--- config.mk ---
export PLATFORM = sky130hd
export DESIGN_NAME = hex_grid_geometry_unit_core
export DESIGN_NICKNAME = d
export VERILOG_FILES = /design/src/hw/rtl/hgg_pkg.sv /design/src/hw/rtl/hgg_prep.sv /design/src/hw/rtl/hgg_measure.sv /design/src/hw/rtl/hgg_decide.sv /design/src/hw/rtl/hex_grid_geometry_unit_core.sv
export SDC_FILE = /design/constraint.sdc
export NUM_CORES = 1
export LEC_CHECK = 0
export BUFFER_PORTS_ARGS = -buffer_cell sky130_fd_sc_hd__buf_4
export CORE_UTILIZATION = 50
export DETAILED_ROUTE_END_ITERATION = 16
export PLACE_DENSITY = 0.76
export SLEW_MARGIN = 20
export SYNTH_ARGS = -nofsm -noshare
export SYNTH_HDL_FRONTEND = slang
export SYNTH_SLANG_ARGS = --single-unit
export TNS_END_PERCENT = 5
--- constraint.sdc ---
create_clock -name clk -period 6.25 [get_ports clk]
set_clock_uncertainty 0.15 [all_clocks]
set_input_delay 0.3125 -clock clk [delete_from_list [all_inputs] [get_ports clk]]
set_output_delay 0.3125 -clock clk [all_outputs]
set_load 0.01 [all_outputs]
--- src/hw/rtl/hgg_pkg.sv ---
// ----------------------------------------------------------------------------
// hgg_pkg
// Shared constants for the hex grid geometry unit: direction codes and
// fixed field widths.
// ----------------------------------------------------------------------------
`default_nettype none

package hgg_pkg;

    // default coordinate width
    localparam int COORD_BITS_DEF = 16;

    // fixed field widths
    localparam int DIR_BITS  = 3;
    localparam int STEP_BITS = 15;

    // direction codes
    localparam logic [DIR_BITS-1:0] DIR_N    = 3'd0;
    localparam logic [DIR_BITS-1:0] DIR_NE   = 3'd1;
    localparam logic [DIR_BITS-1:0] DIR_SE   = 3'd2;
    localparam logic [DIR_BITS-1:0] DIR_S    = 3'd3;
    localparam logic [DIR_BITS-1:0] DIR_SW   = 3'd4;
    localparam logic [DIR_BITS-1:0] DIR_NW   = 3'd5;
    localparam logic [DIR_BITS-1:0] DIR_NONE = 3'd6;

endpackage

`default_nettype wire

--- src/hw/rtl/hgg_prep.sv ---
// ----------------------------------------------------------------------------
// hgg_prep
// First pipeline stage: coordinate differences, column parity flags and
// the stepped cell.
// ----------------------------------------------------------------------------
`default_nettype none

module hgg_prep #(
    parameter int COORD_BITS = hgg_pkg::COORD_BITS_DEF
) (
    input  wire logic                              clk,
    input  wire logic                              rst_n,
    input  wire logic                              in_valid,
    output logic                                   in_ready,
    input  wire logic signed [COORD_BITS-1:0]      first_x,
    input  wire logic signed [COORD_BITS-1:0]      first_y,
    input  wire logic signed [COORD_BITS-1:0]      second_x,
    input  wire logic signed [COORD_BITS-1:0]      second_y,
    input  wire logic [hgg_pkg::DIR_BITS-1:0]      step_dir,
    input  wire logic [hgg_pkg::STEP_BITS-1:0]     step_count,
    output logic                                   out_valid,
    input  wire logic                              out_ready,
    output logic signed [COORD_BITS:0]             dx,
    output logic signed [COORD_BITS:0]             dy,
    output logic                                   ax_odd,
    output logic                                   bx_odd,
    output logic                                   par_adj,
    output logic signed [COORD_BITS:0]             sx,
    output logic signed [COORD_BITS:0]             sy,
    output logic                                   sv
);

    localparam int C  = COORD_BITS;
    localparam int SW = (C >= hgg_pkg::STEP_BITS) ? C + 2 : hgg_pkg::STEP_BITS + 2;

    logic                     valid_reg;
    logic                     load;
    logic signed [SW-1:0]     ax_w;
    logic signed [SW-1:0]     ay_w;
    logic [SW-1:0]            n_w;
    logic [SW-1:0]            half_up;
    logic [SW-1:0]            half_dn;
    logic signed [SW-1:0]     sx_w;
    logic signed [SW-1:0]     sy_w;
    logic signed [C:0]        dx_next, dy_next, sx_next, sy_next;
    logic                     sv_next, par_adj_next;
    logic signed [C:0]        dx_reg, dy_reg, sx_reg, sy_reg;
    logic                     ax_odd_reg, bx_odd_reg, par_adj_reg, sv_reg;

    // handshake: stage takes a request when empty or draining
    assign in_ready = !valid_reg || out_ready;
    assign load     = in_valid && in_ready;

    // differences B minus A
    always_comb
    begin
        dx_next = {second_x[C-1], second_x} - {first_x[C-1], first_x};
        dy_next = {second_y[C-1], second_y} - {first_y[C-1], first_y};
        // positive odd A column against even B column, truncating parity
        par_adj_next = !second_x[0] && first_x[0] && !first_x[C-1];
    end

    // stepped cell
    always_comb
    begin
        ax_w    = {{(SW-C){first_x[C-1]}}, first_x};
        ay_w    = {{(SW-C){first_y[C-1]}}, first_y};
        n_w     = {{(SW-hgg_pkg::STEP_BITS){1'b0}}, step_count};
        half_up = (n_w + {{(SW-1){1'b0}}, 1'b1}) >> 1;
        half_dn = n_w >> 1;
        sx_w    = '0;
        sy_w    = '0;
        sv_next = 1'b1;
        case (step_dir)
            hgg_pkg::DIR_N:
            begin
                sx_w = ax_w;
                sy_w = ay_w - $signed(n_w);
            end
            hgg_pkg::DIR_S:
            begin
                sx_w = ax_w;
                sy_w = ay_w + $signed(n_w);
            end
            hgg_pkg::DIR_SE:
            begin
                sx_w = ax_w + $signed(n_w);
                sy_w = ay_w + $signed(first_x[0] ? half_up : half_dn);
            end
            hgg_pkg::DIR_SW:
            begin
                sx_w = ax_w - $signed(n_w);
                sy_w = ay_w + $signed(first_x[0] ? half_up : half_dn);
            end
            hgg_pkg::DIR_NE:
            begin
                sx_w = ax_w + $signed(n_w);
                sy_w = ay_w - $signed(first_x[0] ? half_dn : half_up);
            end
            hgg_pkg::DIR_NW:
            begin
                sx_w = ax_w - $signed(n_w);
                sy_w = ay_w - $signed(first_x[0] ? half_dn : half_up);
            end
            default:
            begin
                sv_next = 1'b0;
            end
        endcase
        sx_next = sx_w[C:0];
        sy_next = sy_w[C:0];
    end

    // stage valid
    always_ff @(posedge clk or negedge rst_n)
    begin
        if (!rst_n)
        begin
            valid_reg <= 1'b0;
        end
        else if (in_ready)
        begin
            valid_reg <= in_valid;
        end
    end

    // stage payload
    always_ff @(posedge clk)
    begin
        if (load)
        begin
            dx_reg      <= dx_next;
            dy_reg      <= dy_next;
            ax_odd_reg  <= first_x[0];
            bx_odd_reg  <= second_x[0];
            par_adj_reg <= par_adj_next;
            sx_reg      <= sx_next;
            sy_reg      <= sy_next;
            sv_reg      <= sv_next;
        end
    end

    assign out_valid = valid_reg;
    assign dx        = dx_reg;
    assign dy        = dy_reg;
    assign ax_odd    = ax_odd_reg;
    assign bx_odd    = bx_odd_reg;
    assign par_adj   = par_adj_reg;
    assign sx        = sx_reg;
    assign sy        = sy_reg;
    assign sv        = sv_reg;

endmodule

`default_nettype wire

--- src/hw/rtl/hgg_measure.sv ---
// ----------------------------------------------------------------------------
// hgg_measure
// Second pipeline stage: distance terms, adjacency and the two diagonal
// offsets used for the direction from A to B.
// ----------------------------------------------------------------------------
`default_nettype none

module hgg_measure #(
    parameter int COORD_BITS = hgg_pkg::COORD_BITS_DEF
) (
    input  wire logic                         clk,
    input  wire logic                         rst_n,
    input  wire logic                         in_valid,
    output logic                              in_ready,
    input  wire logic signed [COORD_BITS:0]   dx,
    input  wire logic signed [COORD_BITS:0]   dy,
    input  wire logic                         ax_odd,
    input  wire logic                         bx_odd,
    input  wire logic                         par_adj,
    input  wire logic signed [COORD_BITS:0]   sx_in,
    input  wire logic signed [COORD_BITS:0]   sy_in,
    input  wire logic                         sv_in,
    output logic                              out_valid,
    input  wire logic                         out_ready,
    output logic [COORD_BITS:0]               hd,
    output logic [COORD_BITS+1:0]             alt,
    output logic                              adj,
    output logic                              same,
    output logic                              dx_pos,
    output logic                              dy_pos,
    output logic signed [COORD_BITS+2:0]      swne,
    output logic signed [COORD_BITS+2:0]      senw,
    output logic signed [COORD_BITS:0]        sx_out,
    output logic signed [COORD_BITS:0]        sy_out,
    output logic                              sv_out
);

    localparam int C = COORD_BITS;

    logic                  valid_reg;
    logic                  load;
    logic [C:0]            hd_next;
    logic [C:0]            dya;
    logic                  dy_gt, dy_lt, vp;
    logic [C+1:0]          alt_next;
    logic                  dx_zero, dx_one, adj_next;
    logic signed [C+1:0]   dyt, dx2, t_sw, t_se, h_sw, h_se;
    logic                  bias, dyt_pos, same_next, dx_pos_next;
    logic signed [C+2:0]   swne_next, senw_next;
    logic [C:0]            hd_reg;
    logic [C+1:0]          alt_reg;
    logic                  adj_reg, same_reg, dx_pos_reg, dy_pos_reg, sv_reg;
    logic signed [C+2:0]   swne_reg, senw_reg;
    logic signed [C:0]     sx_reg, sy_reg;

    assign in_ready = !valid_reg || out_ready;
    assign load     = in_valid && in_ready;

    // hex distance terms
    always_comb
    begin
        hd_next  = dx[C] ? (~dx + 1'b1) : dx;
        dya      = dy[C] ? (~dy + 1'b1) : dy;
        dy_gt    = !dy[C] && (dy != '0);
        dy_lt    = dy[C];
        vp       = (!ax_odd && bx_odd && dy_gt) || (!bx_odd && ax_odd && dy_lt);
        alt_next = {1'b0, dya} + {{(C+1){1'b0}}, vp} + {2'b00, hd_next[C:1]};
    end

    // neighbour test
    always_comb
    begin
        dx_zero = (dx == '0);
        dx_one  = (hd_next == {{C{1'b0}}, 1'b1});
        if (dy == '1)
        begin
            adj_next = dx_zero || (dx_one && !ax_odd);
        end
        else if (dy == {{C{1'b0}}, 1'b1})
        begin
            adj_next = dx_zero || (dx_one && !bx_odd);
        end
        else if (dy == '0)
        begin
            adj_next = dx_one;
        end
        else
        begin
            adj_next = 1'b0;
        end
    end

    // diagonal offsets, truncating halves
    always_comb
    begin
        dyt         = {dy[C], dy} - {{(C+1){1'b0}}, par_adj};
        dx2         = {dx[C], dx};
        dyt_pos     = !dyt[C+1] && (dyt != '0);
        bias        = !dyt_pos;
        t_sw        = dx2 + {{(C+1){1'b0}}, bias};
        t_se        = dx2 - {{(C+1){1'b0}}, bias};
        h_sw        = (t_sw >>> 1) + $signed({{(C+1){1'b0}}, t_sw[C+1] & t_sw[0]});
        h_se        = (t_se >>> 1) + $signed({{(C+1){1'b0}}, t_se[C+1] & t_se[0]});
        swne_next   = {dyt[C+1], dyt} + {h_sw[C+1], h_sw};
        senw_next   = {dyt[C+1], dyt} - {h_se[C+1], h_se};
        same_next   = dx_zero && (dyt == '0);
        dx_pos_next = !dx[C] && !dx_zero;
    end

    always_ff @(posedge clk or negedge rst_n)
    begin
        if (!rst_n)
        begin
            valid_reg <= 1'b0;
        end
        else if (in_ready)
        begin
            valid_reg <= in_valid;
        end
    end

    always_ff @(posedge clk)
    begin
        if (load)
        begin
            hd_reg     <= hd_next;
            alt_reg    <= alt_next;
            adj_reg    <= adj_next;
            same_reg   <= same_next;
            dx_pos_reg <= dx_pos_next;
            dy_pos_reg <= dyt_pos;
            swne_reg   <= swne_next;
            senw_reg   <= senw_next;
            sx_reg     <= sx_in;
            sy_reg     <= sy_in;
            sv_reg     <= sv_in;
        end
    end

    assign out_valid = valid_reg;
    assign hd        = hd_reg;
    assign alt       = alt_reg;
    assign adj       = adj_reg;
    assign same      = same_reg;
    assign dx_pos    = dx_pos_reg;
    assign dy_pos    = dy_pos_reg;
    assign swne      = swne_reg;
    assign senw      = senw_reg;
    assign sx_out    = sx_reg;
    assign sy_out    = sy_reg;
    assign sv_out    = sv_reg;

endmodule

`default_nettype wire

--- src/hw/rtl/hgg_decide.sv ---
// ----------------------------------------------------------------------------
// hgg_decide
// Third pipeline stage and output register: final distance, direction
// choice from the three line distances.
// ----------------------------------------------------------------------------
`default_nettype none

module hgg_decide #(
    parameter int COORD_BITS = hgg_pkg::COORD_BITS_DEF
) (
    input  wire logic                         clk,
    input  wire logic                         rst_n,
    input  wire logic                         in_valid,
    output logic                              in_ready,
    input  wire logic [COORD_BITS:0]          hd,
    input  wire logic [COORD_BITS+1:0]        alt,
    input  wire logic                         adj,
    input  wire logic                         same,
    input  wire logic                         dx_pos,
    input  wire logic                         dy_pos,
    input  wire logic signed [COORD_BITS+2:0] swne,
    input  wire logic signed [COORD_BITS+2:0] senw,
    input  wire logic signed [COORD_BITS:0]   sx_in,
    input  wire logic signed [COORD_BITS:0]   sy_in,
    input  wire logic                         sv_in,
    output logic                              out_valid,
    input  wire logic                         out_ready,
    output logic [COORD_BITS:0]               hex_distance,
    output logic                              is_adjacent,
    output logic [hgg_pkg::DIR_BITS-1:0]      toward_dir,
    output logic signed [COORD_BITS:0]        stepped_x,
    output logic signed [COORD_BITS:0]        stepped_y,
    output logic                              stepped_valid
);

    localparam int C = COORD_BITS;

    logic                          valid_reg;
    logic                          load;
    logic [C+2:0]                  d_swne, d_senw, d_ns, best;
    logic [hgg_pkg::DIR_BITS-1:0]  dir_next;
    logic [C+1:0]                  hd_w;
    logic [C:0]                    hex_next;
    logic [C:0]                    hex_reg;
    logic                          adj_reg, sv_reg;
    logic [hgg_pkg::DIR_BITS-1:0]  dir_reg;
    logic signed [C:0]             sx_reg, sy_reg;

    assign in_ready = !valid_reg || out_ready;
    assign load     = in_valid && in_ready;

    // hex distance is the larger of the two measures
    always_comb
    begin
        hd_w     = {1'b0, hd};
        hex_next = (hd_w > alt) ? hd : alt[C:0];
    end

    // direction: north-south line first, then the two diagonals
    always_comb
    begin
        d_swne = swne[C+2] ? (~swne + 1'b1) : swne;
        d_senw = senw[C+2] ? (~senw + 1'b1) : senw;
        d_ns   = {2'b00, hd};
        best   = d_ns;
        dir_next = dy_pos ? hgg_pkg::DIR_S : hgg_pkg::DIR_N;
        if (d_senw < d_ns)
        begin
            dir_next = dx_pos ? hgg_pkg::DIR_SE : hgg_pkg::DIR_NW;
            best     = d_senw;
        end
        if (d_swne < best)
        begin
            dir_next = dx_pos ? hgg_pkg::DIR_NE : hgg_pkg::DIR_SW;
        end
        if (same)
        begin
            dir_next = hgg_pkg::DIR_NONE;
        end
    end

    always_ff @(posedge clk or negedge rst_n)
    begin
        if (!rst_n)
        begin
            valid_reg <= 1'b0;
        end
        else if (in_ready)
        begin
            valid_reg <= in_valid;
        end
    end

    always_ff @(posedge clk)
    begin
        if (load)
        begin
            hex_reg <= hex_next;
            adj_reg <= adj;
            dir_reg <= dir_next;
            sx_reg  <= sx_in;
            sy_reg  <= sy_in;
            sv_reg  <= sv_in;
        end
    end

    assign out_valid     = valid_reg;
    assign hex_distance  = hex_reg;
    assign is_adjacent   = adj_reg;
    assign toward_dir    = dir_reg;
    assign stepped_x     = sx_reg;
    assign stepped_y     = sy_reg;
    assign stepped_valid = sv_reg;

endmodule

`default_nettype wire

--- src/hw/rtl/hex_grid_geometry_unit_core.sv ---
// ----------------------------------------------------------------------------
// hex_grid_geometry_unit_core
// Distance, adjacency, direction and stepping on an odd-column-low offset
// hex grid, as a three-stage pipeline.
// ----------------------------------------------------------------------------
//
//  channel   signals                        carries
//  --------  -----------------------------  ---------------------------------
//  in        in_valid / in_ready            cells A and B, step dir and count
//  out       out_valid / out_ready          distance, adjacency, dir, step
//
//  One request per cycle while out is not stalled; a result passes the prep,
//  measure and decide registers in that order before it is on the output.
//  Every stage holds a valid bit and advances when empty or when the stage
//  after it advances, so a stall at out holds all data in place.
//  Reset clears the valid bits only; there is no other state.
// ----------------------------------------------------------------------------
`default_nettype none

module hex_grid_geometry_unit_core #(
    parameter int COORD_BITS = hgg_pkg::COORD_BITS_DEF
) (
    input  wire logic                           clk,
    input  wire logic                           rst_n,
    input  wire logic                           in_valid,
    output logic                                in_ready,
    input  wire logic signed [COORD_BITS-1:0]   first_x,
    input  wire logic signed [COORD_BITS-1:0]   first_y,
    input  wire logic signed [COORD_BITS-1:0]   second_x,
    input  wire logic signed [COORD_BITS-1:0]   second_y,
    input  wire logic [hgg_pkg::DIR_BITS-1:0]   step_dir,
    input  wire logic [hgg_pkg::STEP_BITS-1:0]  step_count,
    output logic                                out_valid,
    input  wire logic                           out_ready,
    output logic [COORD_BITS:0]                 hex_distance,
    output logic                                is_adjacent,
    output logic [hgg_pkg::DIR_BITS-1:0]        toward_dir,
    output logic signed [COORD_BITS:0]          stepped_x,
    output logic signed [COORD_BITS:0]          stepped_y,
    output logic                                stepped_valid
);

    localparam int C = COORD_BITS;

    // prep to measure
    logic                 p_valid, p_ready;
    logic signed [C:0]    p_dx, p_dy, p_sx, p_sy;
    logic                 p_ax_odd, p_bx_odd, p_par_adj, p_sv;

    // measure to decide
    logic                 m_valid, m_ready;
    logic [C:0]           m_hd;
    logic [C+1:0]         m_alt;
    logic                 m_adj, m_same, m_dx_pos, m_dy_pos, m_sv;
    logic signed [C+2:0]  m_swne, m_senw;
    logic signed [C:0]    m_sx, m_sy;

    hgg_prep #(
        .COORD_BITS (COORD_BITS)
    ) u_prep (
        .clk        (clk),
        .rst_n      (rst_n),
        .in_valid   (in_valid),
        .in_ready   (in_ready),
        .first_x    (first_x),
        .first_y    (first_y),
        .second_x   (second_x),
        .second_y   (second_y),
        .step_dir   (step_dir),
        .step_count (step_count),
        .out_valid  (p_valid),
        .out_ready  (p_ready),
        .dx         (p_dx),
        .dy         (p_dy),
        .ax_odd     (p_ax_odd),
        .bx_odd     (p_bx_odd),
        .par_adj    (p_par_adj),
        .sx         (p_sx),
        .sy         (p_sy),
        .sv         (p_sv)
    );

    hgg_measure #(
        .COORD_BITS (COORD_BITS)
    ) u_measure (
        .clk       (clk),
        .rst_n     (rst_n),
        .in_valid  (p_valid),
        .in_ready  (p_ready),
        .dx        (p_dx),
        .dy        (p_dy),
        .ax_odd    (p_ax_odd),
        .bx_odd    (p_bx_odd),
        .par_adj   (p_par_adj),
        .sx_in     (p_sx),
        .sy_in     (p_sy),
        .sv_in     (p_sv),
        .out_valid (m_valid),
        .out_ready (m_ready),
        .hd        (m_hd),
        .alt       (m_alt),
        .adj       (m_adj),
        .same      (m_same),
        .dx_pos    (m_dx_pos),
        .dy_pos    (m_dy_pos),
        .swne      (m_swne),
        .senw      (m_senw),
        .sx_out    (m_sx),
        .sy_out    (m_sy),
        .sv_out    (m_sv)
    );

    hgg_decide #(
        .COORD_BITS (COORD_BITS)
    ) u_decide (
        .clk           (clk),
        .rst_n         (rst_n),
        .in_valid      (m_valid),
        .in_ready      (m_ready),
        .hd            (m_hd),
        .alt           (m_alt),
        .adj           (m_adj),
        .same          (m_same),
        .dx_pos        (m_dx_pos),
        .dy_pos        (m_dy_pos),
        .swne          (m_swne),
        .senw          (m_senw),
        .sx_in         (m_sx),
        .sy_in         (m_sy),
        .sv_in         (m_sv),
        .out_valid     (out_valid),
        .out_ready     (out_ready),
        .hex_distance  (hex_distance),
        .is_adjacent   (is_adjacent),
        .toward_dir    (toward_dir),
        .stepped_x     (stepped_x),
        .stepped_y     (stepped_y),
        .stepped_valid (stepped_valid)
    );

endmodule

`default_nettype wire
# Word-level counts from Yosys, hierarchy flattened
# Index checks and enable logic that the tools add are counted.
[totals]
reg_bits = 243
input_bits = 86
wordCells = 131
[op_classes]
add_sub_neg = 22
n_lt_le_gt_ge = 3
eq_ne = 8
muxes = 19
bitwise_logic = 6
reduce_logical = 45
[op_table]
columns = ["operator", "n"]
rows = [
  ["$mux W17", 5],
  ["$pmux W17 S4", 1],
  ["$sub A16 B16 Y17", 4],
  ["$mux W19", 3],
  ["$add A17 B2 Y18", 3],
  ["$pmux W17 S3", 1],
  ["$add A19 B1 Y19 const B", 2],
  ["$not A19 Y19", 2],
  ["$sub A17 B2 Y18", 2],
  ["$add A16 B16 Y17", 2],
  ["$add A17 B1 Y17 const B", 2],
  ["$eq A17 B1 Y1 const B", 2],
  ["$logic_not A17 Y1", 2],
  ["$not A17 Y17", 2],
  ["$add A18 B18 Y19", 1],
  ["$lt A19 B17 Y1", 1],
  ["$lt A19 B19 Y1", 1],
  ["$sub A18 B18 Y19", 1],
  ["$add A17 B1 Y18", 1],
  ["$add A18 B16 Y18", 1],
  ["$gt A17 B18 Y1", 1],
  ["$logic_not A18 Y1", 1],
  ["$reduce_bool A18 Y1", 1],
  ["$add A16 B17 Y17", 1],
  ["other kinds (17)", 60],
]

# Depth between registers and ports, before layout
[logic_depth]
ltp_word = 8
ltp_mapped = 28
depth_no_buf = 28

# Modules after synthesis
# Synthesis repeated with hierarchy kept, for this count alone.
[hier_totals]
cells_unflattened = 2098
area_unflattened_um2 = 19777.7
[modules_own_cells]
columns = ["mod", "instances", "cells_each", "area_per_inst_um2", "seq_area_each_um2"]
rows = [
  ["hgg_measure", 1, 816, 8124.0, 3388.2],
  ["hgg_prep", 1, 902, 7503.4, 2187.1],
  ["hgg_decide", 1, 380, 4150.2, 1706.6],
]

# Worst setup path before layout
# No wires, ideal clock.
[synth_path]
path_kind = "register to register"
start = "register u_prep.dy_reg[0] (netlist: u_prep.dy[0])"
end = "register u_measure.swne_reg[16] (netlist: u_measure.swne[16]), data pin"
arrival_time_ps = 5367
required_ps = 5841
slack_ps = 474
path_stages_with_launch = 28
n_path_buf = 0
cell_sequence = "edfxtp_1 -> inv_1 -> ha_1 -> ha_1 -> xnor2_1 -> inv_1 -> or4_1 -> nor4_1 -> nand3_1 -> nor3_1 -> nand4_1 -> nand2_1 -> ha_1 -> and4_1 -> nand4_1 -> o21a_1 -> nor2b_1 -> fa_1 -> fa_1 -> a21o_1 -> a21oi_1 -> o21bai_1 -> a21oi_1 -> o211ai_1 -> nand2_1 -> o2111ai_1 -> a21oi_1 -> xnor2_1"
[synth_via]
elab_chain_cells = 8
word_cells_on_any_way = 9
cone_classes = "4 x add/sub; 1 x bitwise; 4 x reduce/logical"
[synth_rtl]
columns = ["item", "line_no", "text"]
rows = [
  ["start: declaration", "hgg_prep.sv:47", "logic signed [C:0] dx_reg, dy_reg, sx_reg, sy_reg;"],
  ["start signal: assignment", "hgg_prep.sv:133", "dy_reg <= dy_next;"],
  ["$sub A17 B2 Y18 *", "hgg_measure.sv:96", "dyt = {dy[C], dy} - {{(C+1){1'b0}}, par_adj};"],
  ["$reduce_bool A18 Y1 / $logic_not A1 Y1 (equally long branches)", "hgg_measure.sv:98", "dyt_pos = !dyt[C+1] && (dyt != '0);"],
  ["$logic_and A1 B1 Y1", "hgg_measure.sv:98", ""],
  ["$logic_not A1 Y1", "hgg_measure.sv:99", "bias = !dyt_pos;"],
  ["$add A17 B2 Y18", "hgg_measure.sv:100", "t_sw = dx2 + {{(C+1){1'b0}}, bias};"],
  ["$and A1 B1 Y1", "hgg_measure.sv:102", "h_sw = (t_sw >>> 1) + $signed({{(C+1){1'b0}}, t_sw[C+1] & t_sw[0]});"],
  ["$add A17 B2 Y18", "hgg_measure.sv:102", ""],
  ["$add A18 B18 Y19 *", "hgg_measure.sv:104", "swne_next = {dyt[C+1], dyt} + {h_sw[C+1], h_sw};"],
  ["named net u_measure.swne_next[16]", "hgg_measure.sv:49", "logic signed [C+2:0] swne_next, senw_next;"],
  ["end signal: assignment", "hgg_measure.sv:132", "swne_reg <= swne_next;"],
  ["end: declaration", "hgg_measure.sv:53", "logic signed [C+2:0] swne_reg, senw_reg;"],
]
# Mark *: on every way through the listed nets, which the timed path passes. The rest lies on a longest branch.
# A chain may end at the register's enable or synchronous reset.

# Final worst setup path
[layout_path]
start = "register u_prep.dy_reg[3] (netlist: u_prep.dy[3])"
end = "register u_measure.senw_reg[18] (netlist: u_measure.senw[18]), data pin"
[layout_via]
elab_chain_cells = 8
word_cells_on_any_way = 9
cone_classes = "4 x add/sub; 1 x bitwise; 4 x reduce/logical"
[layout_rtl]
columns = ["item", "line_no", "text"]
rows = [
  ["$sub A17 B2 Y18 *", "hgg_measure.sv:96", ""],
  ["$reduce_bool A18 Y1 / $logic_not A1 Y1 (equally long branches)", "hgg_measure.sv:98", ""],
  ["$logic_and A1 B1 Y1", "hgg_measure.sv:98", ""],
  ["$logic_not A1 Y1", "hgg_measure.sv:99", ""],
  ["$sub A17 B2 Y18", "hgg_measure.sv:101", "t_se = dx2 - {{(C+1){1'b0}}, bias};"],
  ["$and A1 B1 Y1", "hgg_measure.sv:103", "h_se = (t_se >>> 1) + $signed({{(C+1){1'b0}}, t_se[C+1] & t_se[0]});"],
  ["$add A17 B2 Y18", "hgg_measure.sv:103", ""],
  ["$sub A18 B18 Y19 *", "hgg_measure.sv:105", "senw_next = {dyt[C+1], dyt} - {h_se[C+1], h_se};"],
  ["named net u_measure.senw_next[18]", "hgg_measure.sv:49", ""],
  ["end signal: assignment", "hgg_measure.sv:133", "senw_reg <= senw_next;"],
  ["end: declaration", "hgg_measure.sv:53", ""],
]
# Marks and branches as above.

==> flow_summary.ini <==
[global_route]
overflow = 0
antenna_found_initial = 0
first_global_vias = 15400
grt_max_degree = 77
grt_pass1_wl_um = 80900
grtUsageTotal_pct = 26.6

[power]
p_comb_share_pct = 43.9
p_clk_share_pct = 22.4
swShare_pct = 36.3
seqPwrFrac_pct = 33.7
ir_worst_vdd_v = 0.000239
netSwitchingPower_mw = 2.74
p_leak_nw = 9.30
p_total_mw = 7.54
p_int_mw = 4.81
power_density_nw_per_um2 = 339

[clocking]
numCtsBuffers = 26
cts_num_sinks = 243
cts_tree = built
clk_pin_slew_ns = 0.07
clockBufferDepth = 3
clk_latency_ns = 0.55
htree_num_levels = 1
cts-root-buf = clkbuf_16

[run_status]
outcome = finished clean

[timing]
max_freq_mhz = 167
slew_headroom_pct = 35.8
drv_slew = 0
fin_crit_sh_pct = 95.8
worst_slack_ns = 0.264
fin_crit_ns = 5.99
tightest_slew_ns = 0.963
hold_viol = 0
setup-violations-final = 0

[synthesis]
synth_edf_count = 240
synthTopCellsByArea = edfxtp_1 (38%), ha_1 (13%), xnor2_1 (8.0%), inv_1 (3.7%), nor2_1 (3.2%)
ys_ff_latch = 243
synth_top_area_share_pct = 37.6
synth_area_um2 = 19200
synthFlopType = edfxtp_1
synthCells = 2029
yosys_warnings = 0
synthArstFlopShare_pct = 1.23
netlist-cell-type-count = 76
yosysSeqAreaShare_pct = 38.0
yosys.area.top_type = edfxtp_1
syn_avg_cell_area_um2 = 9.44

[layout]
syn2layout_area_growth_pct = 16.2
fillCellCount = 3284
antenna-diode-count = 0
nets = 2499
seqCellArea_um2 = 7280
multi_input_area_um2 = 10900
drive_gt1_share_pct = 13.2

[setup_path]
crit_arrival_ns = 6.12
cp.required_ns = 6.39
crit_type = reg2reg
cp_max_fo = 5
cp-start-kind = flip-flop
cp-end-kind = flip-flop

[drt]
dr.pass1.iters = 6
viasPerCell = 5.69
detail-route-antenna-nets = 0
vias = 15600
routed_wl_um = 51900
drtIter0Drc = 1197
wire_per_inst_um = 18.9
drc = 0

[placed_design]
hpwl_um = 40700
dpl_worst_slack_ns = -0.0790
port_buffers = 143
gp_congestion = 0.973

[flow_run]
maxCapViolCount = 0

[die]
die-area_um2 = 39100
ios = 144
core_area_um2 = 37700
start_util_pct = 50.9
fp.dieW_um = 198
fp-row-count = 71
die_h_um = 198

[worst_hold_path]
min_path_type = in2reg
[final timing paths]
| path | startpoint | endpoint | slack [ns] | depth (start not counted) |
|---|---|---|---|---|
| min | first_x[15] | u_prep.par_adj | 0.04 | 2 |
| max | u_prep.dy[3] | u_measure.senw[18] | 0.26 | 26 |
| min reg2reg | u_prep.sx[10] | u_measure.sx_out[10] | 0.26 | 0 |
| min in group asynchronous | rst_n | u_decide.out_valid | 0.50 | 3 |
| max reg2reg | u_prep.dy[3] | u_measure.senw[18] | 0.26 | 26 |
| max in group asynchronous | rst_n | u_prep.out_valid | 5.31 | 3 |
[power groups by stage]
stage / clock, mW / sequential, mW / combinational (mW)
after global placement: 0 / 2.56 / 3.12
final: 1.69 / 2.54 / 3.31
after global routing: 1.79 / 2.58 / 3.67
after floorplan: 0 / 2.49 / 2.32
after CTS: 1.73 / 2.54 / 3.26
after detailed placement: 0 / 2.57 / 3.23
[cells in the final DEF, fill, tap and decap left out, types with 31 or more instances in the layout]
cell type  instances
a21o_1            31
mux2i_1           37
nor3_1            61
inv_1            190
buf_4            204
nand2_1          146
a21oi_1          114
xor2_1            66
edfxtp_1         240
o21ai_0           92
nand3_1           44
xnor2_1          175
nor2_1           162
ha_1             195
[through the flow]
step,instance area [um^2],utilization (%),hold slack [ns],TNS (ns),instances
5_1_grt,22300,59.1,0.0233,-0.0598,2738
6_report,22300,59.1,0.0447,0,2738
4_1_cts,22200,58.9,0.0135,0,2733
3_5_place_dp,21000,55.8,-0.0460,-0.0790,2665
3_3_place_gp,21000,55.8,-0.0481,0,2665
2_1_floorplan,19200,-,-0.133,0,2030
[cell type report]
type	count	share of cell area, %
Clock buffer	28	3.05
Clock inverter	20	1.23
Inverter	190	3.20
Multi-Input combinational cell	1522	49.2
Sequential cell	243	32.7
Tap cell	511	2.87
Timing Repair Buffer	224	7.78
[synthesized netlist by cell type (all sizes together) (4+ instances only)]
cell type / n
o21ai: 94
edfxtp: 240
nor2: 162
clkbuf: 60
a211oi: 9
a21o: 32
and2: 17
mux2i: 37
o41ai: 6
o31a: 5
nand2: 147
xnor2: 176
and4: 5
nor2b: 28
o21bai: 9
nand3: 44
or4: 12
or3: 30
nand3b: 4
o21a: 17
fa: 10
a31o: 4
nand4: 24
inv: 190
nor4: 14
and3: 21
o31ai: 23
a21boi: 11
o2111ai: 6
a22oi: 5
a211o: 6
xor2: 66
ha: 196
o211ai: 15
or2: 12
a31oi: 18
a21oi: 117
nor3: 62
nand2b: 24
a221oi: 15
buf: 15
[cell families (layout without fill, tap and decap cells)]
logic type	Yosys count	count (layout)	share of synthesized area (%)
adder cells (fa/ha/maj)	206	206	13.8
buffers and inverters	265	462	5.27
AO/OA/AOI/OAI	419	419	14.1
other	1	2	0.0196
flip-flops	243	243	38.0
multiplexers	39	39	2.05
AND/OR/NAND/NOR	614	614	15.6
XOR/XNOR	242	242	11.1
[critical path, cell delays in order (launching register included)]
cell,delay [ns]
edfxtp_1,0.46
or4_1,0.56
nor2_1,0.15
nand2_1,0.15
nor2_1,0.19
buf_4,0.14
a21oi_1,0.13
nand3_1,0.15
nor3_2,0.06
nand4_1,0.14
nand2_2,0.09
ha_1,0.24
nand2_1,0.11
nor4_2,0.07
a21oi_1,0.26
nor2_1,0.11
fa_1,0.45
fa_1,0.44
a21boi_0,0.26
o211ai_1,0.18
a21boi_1,0.21
o31a_1,0.26
o211ai_1,0.17
a31oi_2,0.22
a21o_1,0.16
a21oi_2,0.06
xor2_1,0.14
[timing repair]
item / 4_1_cts / 5_1_grt
setup endpoints to repair: 2 / 11
buffers inserted: 0 / 5
hold buffers: 20 / 0
endpoints found under the hold margin: 21 / 0
gates cloned: 0 / 0
resized for setup: 1 / 15
pin swaps: 1 / 6
[metal layers]
metal  wire length (um)  global-route usage (%)
met1              21300                    32.7
met2              25400                    46.8
met3               2950                    2.95
met5                  0                       0
met4               2290                    12.1
No activity file was read; power rests on OpenSTA's default activity.
